--- src/hdl/i2cm_pkg.sv ---
// shared types and constants of the i2c master bit engine
`default_nettype none

package i2cm_pkg;

    localparam int HALF_W    = 16;
    localparam int TMO_W     = 8;
    localparam int BYTE_W    = 8;
    localparam int ACT_W     = 3;
    localparam int CFG_IDX_W = 1;
    localparam int CFG_W     = 16;

    localparam logic [HALF_W-1:0] HALF_RST = HALF_W'(5);
    localparam logic [TMO_W-1:0]  TMO_RST  = TMO_W'(250);

    // configuration register indexes
    localparam logic [CFG_IDX_W-1:0] CFG_HALF = 1'b0;
    localparam logic [CFG_IDX_W-1:0] CFG_TMO  = 1'b1;

    typedef enum logic [ACT_W-1:0] {
        ACT_TICK  = 3'd0,
        ACT_START = 3'd1,
        ACT_STOP  = 3'd2,
        ACT_WRITE = 3'd3,
        ACT_READ  = 3'd4,
        ACT_WAIT  = 3'd5
    } t_action;

    typedef struct packed {
        logic [HALF_W-1:0] half_period;
        logic [TMO_W-1:0]  ack_timeout;
    } t_cfg;

    typedef struct packed {
        logic [ACT_W-1:0]  action;
        logic [BYTE_W-1:0] tx_byte;
        logic              send_ack;
        logic              sda_in;
    } t_item;

    typedef struct packed {
        logic              scl_level;
        logic              sda_level;
        logic              busy_res;
        logic              done_res;
        logic [BYTE_W-1:0] rx_byte;
        logic              ack_failed;
    } t_result;

endpackage

`default_nettype wire

--- src/hdl/i2c_master_bit_engine_core.sv ---
// top level of the i2c master bit engine: request registers, config, result register
// an accepted request waits in the request register until the result register is free;
// throughput: one request per cycle unless i_ready stalls, one result per request; the
// sequencer update is a single registered step between request and result registers
// reset: synchronous active low; clears handshake state, sequencer goes idle with
// scl and sda released, half_period returns to 5 and ack_timeout to 250
`default_nettype none

module i2c_master_bit_engine_core (
    input  wire logic                                 i_clk,
    input  wire logic                                 i_rst_n,
    // request channel
    input  wire logic                                 i_valid,
    output logic                                      o_ready,
    input  wire logic [i2cm_pkg::ACT_W-1:0]           i_action,
    input  wire logic [i2cm_pkg::BYTE_W-1:0]          i_tx_byte,
    input  wire logic                                 i_send_ack,
    input  wire logic                                 i_sda_in,
    // result channel
    output logic                                      o_valid,
    input  wire logic                                 i_ready,
    output logic                                      o_scl_level,
    output logic                                      o_sda_level,
    output logic                                      o_busy_res,
    output logic                                      o_done_res,
    output logic [i2cm_pkg::BYTE_W-1:0]               o_rx_byte,
    output logic                                      o_ack_failed,
    // configuration writes
    input  wire logic                                 i_cfg_we,
    input  wire logic [i2cm_pkg::CFG_IDX_W-1:0]       i_cfg_index,
    input  wire logic [i2cm_pkg::CFG_W-1:0]           i_cfg_data
);
    import i2cm_pkg::*;

    // configuration registers
    t_cfg    r_cfg;

    // request stage
    logic    r_in_vld;
    t_item   r_in;

    // result stage
    logic    r_out_vld;
    t_result r_out;

    t_result res;
    logic    step;
    logic    accept;

    // a held request advances once the result register is free or draining
    assign step    = r_in_vld && (!r_out_vld || i_ready);
    assign o_ready = !r_in_vld || step;
    assign accept  = i_valid && o_ready;

    always_ff @(posedge i_clk) begin
        if (!i_rst_n) begin
            r_cfg.half_period <= HALF_RST;
            r_cfg.ack_timeout <= TMO_RST;
        end else if (i_cfg_we) begin
            unique case (i_cfg_index)
                CFG_HALF: r_cfg.half_period <= i_cfg_data;
                CFG_TMO:  r_cfg.ack_timeout <= i_cfg_data[TMO_W-1:0];
                default:  begin end
            endcase
        end
    end

    always_ff @(posedge i_clk) begin
        if (!i_rst_n) begin
            r_in_vld <= 1'b0;
        end else if (accept) begin
            r_in_vld <= 1'b1;
        end else if (step) begin
            r_in_vld <= 1'b0;
        end
    end

    // payload capture, no reset needed
    always_ff @(posedge i_clk) begin
        if (accept) begin
            r_in.action   <= i_action;
            r_in.tx_byte  <= i_tx_byte;
            r_in.send_ack <= i_send_ack;
            r_in.sda_in   <= i_sda_in;
        end
    end

    // sequencer: one tick of bus timing per request
    i2cm_seq u_seq (
        .i_clk   (i_clk),
        .i_rst_n (i_rst_n),
        .i_step  (step),
        .i_cfg   (r_cfg),
        .i_item  (r_in),
        .o_res   (res)
    );

    always_ff @(posedge i_clk) begin
        if (!i_rst_n) begin
            r_out_vld <= 1'b0;
        end else if (step) begin
            r_out_vld <= 1'b1;
        end else if (i_ready) begin
            r_out_vld <= 1'b0;
        end
    end

    always_ff @(posedge i_clk) begin
        if (step) begin
            r_out <= res;
        end
    end

    assign o_valid      = r_out_vld;
    assign o_scl_level  = r_out.scl_level;
    assign o_sda_level  = r_out.sda_level;
    assign o_busy_res   = r_out.busy_res;
    assign o_done_res   = r_out.done_res;
    assign o_rx_byte    = r_out.rx_byte;
    assign o_ack_failed = r_out.ack_failed;

endmodule

`default_nettype wire

--- src/hdl/i2cm_seq.sv ---
// bus sequencer: state registers and one-tick next-state logic
`default_nettype none

module i2cm_seq (
    input  wire logic            i_clk,
    input  wire logic            i_rst_n,
    input  wire logic            i_step,
    input  wire i2cm_pkg::t_cfg  i_cfg,
    input  wire i2cm_pkg::t_item i_item,
    output i2cm_pkg::t_result    o_res
);
    import i2cm_pkg::*;

    typedef enum logic [3:0] {
        PH_IDLE, PH_S1, PH_S2, PH_P1, PH_P2, PH_P3, PH_WLOW, PH_WHIGH,
        PH_WTAIL, PH_RLOW, PH_RHIGH, PH_ALOW, PH_AHIGH, PH_KREL, PH_KHOLD, PH_KPOLL
    } t_phase;

    t_phase             r_phase, n_phase;
    logic [3:0]         r_bit, n_bit;
    logic [BYTE_W-1:0]  r_shift, n_shift;
    logic [HALF_W-1:0]  r_delay, n_delay;
    logic [TMO_W-1:0]   r_wait, n_wait;
    logic               r_scl, n_scl;
    logic               r_sda, n_sda;
    logic [BYTE_W-1:0]  r_rx, n_rx;
    logic               r_ackc, n_ackc;
    logic               r_fail, n_fail;
    logic               done;

    logic [HALF_W-1:0]  hp;
    logic [3:0]         bit_inc;
    logic [TMO_W-1:0]   wait_inc;

    assign hp       = (i_cfg.half_period == '0) ? HALF_W'(1) : i_cfg.half_period;
    assign bit_inc  = r_bit + 4'd1;
    assign wait_inc = r_wait + TMO_W'(1);

    always_comb begin
        n_phase = r_phase;
        n_bit   = r_bit;
        n_shift = r_shift;
        n_delay = r_delay;
        n_wait  = r_wait;
        n_scl   = r_scl;
        n_sda   = r_sda;
        n_rx    = r_rx;
        n_ackc  = r_ackc;
        n_fail  = r_fail;
        done    = 1'b0;

        if (r_phase == PH_IDLE) begin
            case (t_action'(i_item.action))
                ACT_START: begin
                    n_sda = 1'b1; n_scl = 1'b1;
                    n_phase = PH_S1; n_delay = hp;
                end
                ACT_STOP: begin
                    n_sda = 1'b0; n_scl = 1'b0;
                    n_phase = PH_P1; n_delay = hp;
                end
                ACT_WRITE: begin
                    n_scl = 1'b0;
                    n_sda = i_item.tx_byte[BYTE_W-1];
                    n_shift = {i_item.tx_byte[BYTE_W-2:0], 1'b0};
                    n_bit = '0;
                    n_phase = PH_WLOW; n_delay = hp;
                end
                ACT_READ: begin
                    n_scl = 1'b0; n_sda = 1'b1; n_shift = '0; n_bit = '0;
                    n_ackc = i_item.send_ack;
                    n_phase = PH_RLOW; n_delay = hp;
                end
                ACT_WAIT: begin
                    n_sda = 1'b1; n_wait = '0; n_fail = 1'b0;
                    n_phase = PH_KREL; n_delay = HALF_W'(1);
                end
                default: begin
                end
            endcase
        end else if (r_phase == PH_KPOLL) begin
            if (!i_item.sda_in) begin
                // slave acknowledged
                n_scl = 1'b0;
                n_phase = PH_IDLE; n_delay = '0; done = 1'b1;
            end else begin
                n_wait = wait_inc;
                if (wait_inc >= i_cfg.ack_timeout) begin
                    n_fail = 1'b1;
                    n_scl = 1'b0; n_sda = 1'b0;
                    n_phase = PH_P1; n_delay = hp;
                end
            end
        end else if (r_delay > HALF_W'(1)) begin
            n_delay = r_delay - HALF_W'(1);
        end else begin
            unique case (r_phase)
                PH_S1:    begin n_sda = 1'b0; n_phase = PH_S2; n_delay = hp; end
                PH_P1:    begin n_scl = 1'b1; n_phase = PH_P2; n_delay = hp; end
                PH_P2:    begin n_sda = 1'b1; n_phase = PH_P3; n_delay = hp; end
                PH_WLOW:  begin n_scl = 1'b1; n_phase = PH_WHIGH; n_delay = hp; end
                PH_WHIGH: begin n_scl = 1'b0; n_phase = PH_WTAIL; n_delay = hp; end
                PH_WTAIL: begin
                    n_bit = bit_inc;
                    if (bit_inc >= 4'd8) begin
                        n_phase = PH_IDLE; n_delay = '0; done = 1'b1;
                    end else begin
                        n_sda = r_shift[BYTE_W-1];
                        n_shift = {r_shift[BYTE_W-2:0], 1'b0};
                        n_phase = PH_WLOW; n_delay = hp;
                    end
                end
                PH_RLOW: begin
                    n_scl = 1'b1;
                    n_shift = {r_shift[BYTE_W-2:0], i_item.sda_in};
                    n_phase = PH_RHIGH; n_delay = hp;
                end
                PH_RHIGH: begin
                    n_bit = bit_inc;
                    n_scl = 1'b0;
                    n_delay = hp;
                    if (bit_inc >= 4'd8) begin
                        n_rx = r_shift;
                        n_sda = !r_ackc;
                        n_phase = PH_ALOW;
                    end else begin
                        n_phase = PH_RLOW;
                    end
                end
                PH_ALOW:  begin n_scl = 1'b1; n_phase = PH_AHIGH; n_delay = hp; end
                PH_KREL:  begin n_scl = 1'b1; n_phase = PH_KHOLD; n_delay = HALF_W'(1); end
                PH_KHOLD: begin n_phase = PH_KPOLL; n_delay = '0; end
                PH_S2, PH_AHIGH: begin
                    n_scl = 1'b0;
                    n_phase = PH_IDLE; n_delay = '0; done = 1'b1;
                end
                default: begin
                    n_phase = PH_IDLE; n_delay = '0; done = 1'b1;
                end
            endcase
        end
    end

    always_ff @(posedge i_clk) begin
        if (!i_rst_n) begin
            r_phase <= PH_IDLE;
            r_bit   <= '0;
            r_shift <= '0;
            r_delay <= '0;
            r_wait  <= '0;
            r_scl   <= 1'b1;
            r_sda   <= 1'b1;
            r_rx    <= '0;
            r_ackc  <= 1'b0;
            r_fail  <= 1'b0;
        end else if (i_step) begin
            r_phase <= n_phase;
            r_bit   <= n_bit;
            r_shift <= n_shift;
            r_delay <= n_delay;
            r_wait  <= n_wait;
            r_scl   <= n_scl;
            r_sda   <= n_sda;
            r_rx    <= n_rx;
            r_ackc  <= n_ackc;
            r_fail  <= n_fail;
        end
    end

    assign o_res.scl_level  = n_scl;
    assign o_res.sda_level  = n_sda;
    assign o_res.busy_res   = (n_phase != PH_IDLE);
    assign o_res.done_res   = done;
    assign o_res.rx_byte    = n_rx;
    assign o_res.ack_failed = n_fail;

endmodule

`default_nettype wire
--- config.mk ---
export PLATFORM = sky130hd
export DESIGN_NAME = i2c_master_bit_engine_core
export DESIGN_NICKNAME = d
export VERILOG_FILES = /design/src/hdl/i2cm_pkg.sv /design/src/hdl/i2c_master_bit_engine_core.sv /design/src/hdl/i2cm_seq.sv
export SDC_FILE = /design/constraint.sdc
export NUM_CORES = 1
export LEC_CHECK = 0
export BUFFER_PORTS_ARGS = -buffer_cell sky130_fd_sc_hd__buf_2
export CORE_ASPECT_RATIO = 0.5
export CORE_MARGIN = 4
export CORE_UTILIZATION = 35
export CTS_BUF_LIST = sky130_fd_sc_hd__clkbuf_2
export DETAILED_ROUTE_END_ITERATION = 10
export PLACE_DENSITY = 0.58
export SLEW_MARGIN = 20
export SYNTH_ARGS = -nofsm -noshare
export SYNTH_HDL_FRONTEND = slang
export SYNTH_HIERARCHICAL = 1
export SYNTH_SLANG_ARGS = --single-unit
--- constraint.sdc ---
create_clock -name i_clk -period 2.65 [get_ports i_clk]
set_input_delay 0.53 -clock i_clk [delete_from_list [all_inputs] [get_ports i_clk]]
set_output_delay 0.53 -clock i_clk [all_outputs]
set_load 0.01 [all_outputs]
=== After elaboration in Yosys (flattened, before gate mapping) ===
Index checks and enable logic that the tools add are counted.

* Input bits: 35
* Output and inout bits: 15
* Register bits: 104
* Word-level logic and storage cells: 158

* Add/sub/neg operators: 3
* $lt $le $gt $ge: 3
* Multiplexer cells: 68
* Bitwise gates (word level): 1
* Reductions and logical operators: 32
* Eq/ne operators: 27

{| class="wikitable"
|+ Operators by type and width
! operator !! count
|-
| $mux 16 || 7
|-
| $mux 8 || 13
|-
| $pmux 16 s3 || 1
|-
| $pmux 4 s11 || 1
|-
| $mux 4 || 10
|-
| $eq 4x4->1 const B || 8
|-
| $pmux 16 s2 || 1
|-
| $pmux 8 s2 || 2
|-
| $mux 1 || 25
|-
| $pmux 4 s5 || 1
|-
| $gt 16x1->1 const B || 1
|-
| $logic_not 16->1 || 1
|-
| $sub 16x1->16 const B || 1
|-
| $eq 4x3->1 const B || 3
|-
| $reduce_bool 2->1 || 5
|-
| $reduce_or 10->1 || 1
|-
| $add 8x1->8 const B || 1
|-
| $eq 4x2->1 const B || 2
|-
| $ge 8x8->1 || 1
|-
| $reduce_or 4->1 || 2
|-
| $reduce_or 8->1 || 1
|-
| $eq 3x2->1 const B || 2
|-
| $eq 3x3->1 const B || 2
|-
| $ne 3x3->1 const B || 2
|-
| other kinds (28) || 40
|}

=== Depth between registers and ports, before layout ===
* Depth after elaboration: 8
* Gate-level depth with buffers: 12
* Depth with buffers taken out: 11

=== By module ===
Netlist, hierarchy kept.

{| class="wikitable"
|+ Modules (own cells, without submodules)
! module !! sequential area each (um^2) !! times used !! area each (um^2) !! cells each
|-
| i2cm_seq || 1,041.0 || 1 || 3,736.1 || 488
|-
| i2c_master_bit_engine_core || 1,301.2 || 1 || 1,850.5 || 143
|}

=== Least setup slack after synthesis ===
OpenSTA, ideal clock, no wires.

* Kind: register to register
* Start point: register u_seq.r_delay[8]
* End point: register r_out, in the netlist o_rx_byte[1] (data pin)
* Cell stages (with the launch flop): 9
* Path buffers: 3
* Data arrival time: 2,572 ps
* Data required time: 2,388 ps
* Period minus slack after synthesis: 2,834 ps
* Setup slack: -184 ps
* Setup time: 262 ps
* Cell sequence: dfxtp_1 > or4_4 > or4_1 > buf_2 > or2_1 > buf_6 > or3_1 > buf_2 > mux2_1

{| class="wikitable"
|+ RTL lines
! what !! RTL line !! text
|-
| from (decl) || i2cm_seq.sv:22 || <nowiki>logic [HALF_W-1:0] r_delay, n_delay;</nowiki>
|-
| from (signal assigned) || i2cm_seq.sv:160 || <nowiki>r_delay <= n_delay;</nowiki>
|-
| to (signal assigned) || i2c_master_bit_engine_core.sv:110 || <nowiki>r_out <= res;</nowiki>
|-
| to (decl) || i2c_master_bit_engine_core.sv:44 || <nowiki>t_result r_out;</nowiki>
|}

==> reports/metrics.cfg <==
[timing]
clock.fmax_ghz=0.376
tns_ns=-0.0405
slew_viol_final=0
setup_ws_ns=-0.00876
fin_crit_sh_pct=100
relSlewSlack_pct=45.1
tightest_slew_ns=0.823
finalCriticalPeriod_ns=2.66
fin_skew_ns=0.0384
rsz0062_at_grt=true
finalHoldViolations=0
setup_viol=8

[place]
place_congestion=0.899
dp_hpwl_um=10500
place_inst=889
port_buffers=49

[die]
dieArea_um2=18200
rows=32
ioPinCount=50
die_width_um=187
core_area_um2=15500
initial_core_util_pct=36.0
die_h_um=97.3

[global_routing]
antenna_found_initial=1
grt_pass1_vias=4921
grt_usage_pct=16.4
grt.overflow.total=0
grt_pass1_wl_um=24900
grt_max_degree=71

[power_and_ir_drop]
combPwrFrac_pct=29.5
p_clk_share_pct=20.6
power_switching_w=0.00126
p_leak_nw=2.80
power_density_nw_per_um2=515
seq_power_share_pct=49.9
swShare_pct=35.0
max-vdd-ir-drop_v=0.000221
p_int_w=0.00234

[synth]
synthAdderAreaFrac_pct=3.14
yosys_warnings=6
yosys.area.top_type=dfxtp_1
synth-xor-area-share_pct=3.29
synth_edf_count=26
synth_seq_cells=104
synth_compound_area_share_pct=20.6
syn-cell-area_um2=5590
ys_top_cells_by_area=dfxtp_1 28%, edfxtp_1 14%, mux2i_1 4.3%, nand2_1 3.8%, a21oi_1 3.7%
synthSimpleGateAreaFrac_pct=18.9
async_flop_share_pct=0
ys.flop_type=dfxtp_1
synth_top_family_by_area=compound AO/OA/AOI/OAI gates
syn_inst=631
yosysSeqAreaShare_pct=41.9
synth_fp_nets=680
syn_area_per_cell_um2=8.85
synth_top_area_share_pct=28.0
muxShareOfSynthArea_pct=5.91
synth_cell_types=67

[layout]
multiInputGateArea_um2=3250
nNetsFinal=761
final_cell_mix=73 x dfxtp_1, 56 x nand2_1, 49 x buf_2, 49 x buf_4, 43 x nor2_1
layout_commonest_cell=dfxtp_1
fin_cells=922
fillers=1506
drive_gt1_share_pct=27.6
register_area_um2=2350
layout-area-overhead-vs-synth_pct=25.3

[cts]
cts_tree=done
cts-root-buf=clkbuf_2
clock_path_buffers=2
insertion_delay_ns=0.59
cts_num_sinks=104
ctsHtreeMaxLevel=3
cts.clk_slew.worst_paths_ns=0.33
cts_inserted_buffers=9

[route]
vias=5084
first_iter_violations=475
drt_wl_total_um=15200
drtAntennaViolNets=0
via_per_inst=5.51
drtPass1Iterations=7
drc=0
wl_per_cell_um=16.5

[run_status]
run_status=complete, but fails checks
violations=setup timing

[critical_path]
required_ns=2.99
cp_data_arrival_time_ns=3.00
startpoint_type=flip-flop
crit_type=flip-flop to flip-flop
path_max_fanout=12
worst_setup_path_end_kind=flip-flop

[flow_run]
drv_cap=0

[worst_hold_path]
hold_path_class=input pin to flip-flop

[metal layers]
metal | GRT usage (%) | up-vias | wire, um
met5 | 0 | - | 0
met4 | 4.15 | 0 | 178
met3 | 3.27 | 17 | 765
met2 | 24.9 | 158 | 6680
met1 | 23.9 | 2415 | 7590
li1 | - | 2494 | -
[worst max-delay path, cell delays in order, from the launching register on]
cell	delay [ns]
dfxtp_2	0.40
or4_4	0.52
or4_4	0.44
or2_4	0.29
buf_6	0.15
and3_4	0.19
nor4_4	0.29
nand4_1	0.14
[per-stage QoR]
stage | utilization, % | setup slack, ns | cell area [um^2] | total power (W) | hold WS [ns]
finish | 45.1 | -0.00876 | 7000 | 0.00360 | 0.0843
global route | 45.1 | -0.119 | 7000 | 0.00382 | -0.00807
CTS | 43.6 | -0.0737 | 6770 | 0.00358 | 0.0309
detailed placement | 40.6 | -0.247 | 6310 | 0.00274 | 0.457
global placement | 40.6 | -0.0739 | 6310 | 0.00274 | 0.445
floorplan | - | -0.122 | 5620 | 0.00243 | 0.428
[sequential cells by signal, summed over array words and instances, names as in the netlist]
| name | cells |
|---|---|
| r_in_vld | 1 |
| u_seq/r_wait | 8 |
| r_in | 13 |
| o_rx_byte | 8 |
| u_seq/r_bit | 4 |
| o_ack_failed | 1 |
| u_seq/r_ackc | 1 |
| u_seq/r_delay | 16 |
| o_busy_res | 1 |
| o_scl_level | 1 |
| r_cfg | 24 |
| o_done_res | 1 |
| o_valid | 1 |
| u_seq/r_shift | 8 |
| o_sda_level | 1 |
| u_seq/r_sda | 1 |
| u_seq/r_scl | 1 |
| u_seq/r_fail | 1 |
| u_seq/r_rx | 8 |
| u_seq/r_phase | 4 |
[power by group through the flow]
stage / Combinational [W] / Clock, W / Sequential, W
2_1_floorplan: 0.000627 / 0 / 0.00180
3_3_place_gp: 0.000913 / 0 / 0.00182
3_5_place_dp: 0.000916 / 0 / 0.00183
4_1_cts: 0.00101 / 0.000774 / 0.00180
5_1_grt: 0.00116 / 0.000846 / 0.00181
6_report: 0.00106 / 0.000742 / 0.00180
[path summary, 6_finish.rpt]
path                           from    endpoint  slack (ns)  depth (start not counted)
setup / recovery  u_seq/r_delay[11]  o_busy_res      -0.009                          7
hold / removal           i_send_ack     r_in[1]        0.08                          1
hold reg to reg            r_cfg[2]    r_cfg[2]        0.48                          2
setup reg to reg  u_seq/r_delay[11]  o_busy_res      -0.009                          7
[cells by family after synthesis]
logic type / count (synthesis)
flops: 104
buf+inv: 76
simple gates: 210
xor+xnor: 21
fa+ha+maj: 14
mux: 32
compound gates: 174
[what timing repair did]
item / CTS / global route
resized for setup: 63 / 30
pin swaps: 16 / 18
endpoints found under the hold margin: 0 / 9
gates cloned: 3 / 0
setup endpoints to repair: 32 / 33
buffers inserted: 5 / 1
hold buffers: 0 / 9
[Yosys cell counts, drive strengths merged (4+ instances only)]
cell type and number:
a22oi 20, nor2 46, ha 14, or4 7, nand2b 5, xor2 11
nand3 21, nand2 57, nor2b 6, o211ai 12, mux2 8, a31oi 8
or3 5, buf 18, nor3 15, nand4 10, inv 26, dfxtp 78
edfxtp 26, clkbuf 32, and3 7, nand3b 7, a21oi 41, a211oi 11
nor4 11, xnor2 10, mux2i 24, a2111oi 4, o21ai 38, o21a 5
[layout make-up]
| cell class | count | area share (%) |
|---|---|---|
| sequential | 104 | 33.6 |
| antenna | 1 | 0.0357 |
| timing repair buffer | 120 | 13.3 |
| clock inverter | 7 | 0.893 |
| inverter | 26 | 1.39 |
| clock buffer | 9 | 0.643 |
| tap | 204 | 3.65 |
| multi-input combinational | 451 | 46.5 |
Power figures use the tool's default switching activity.
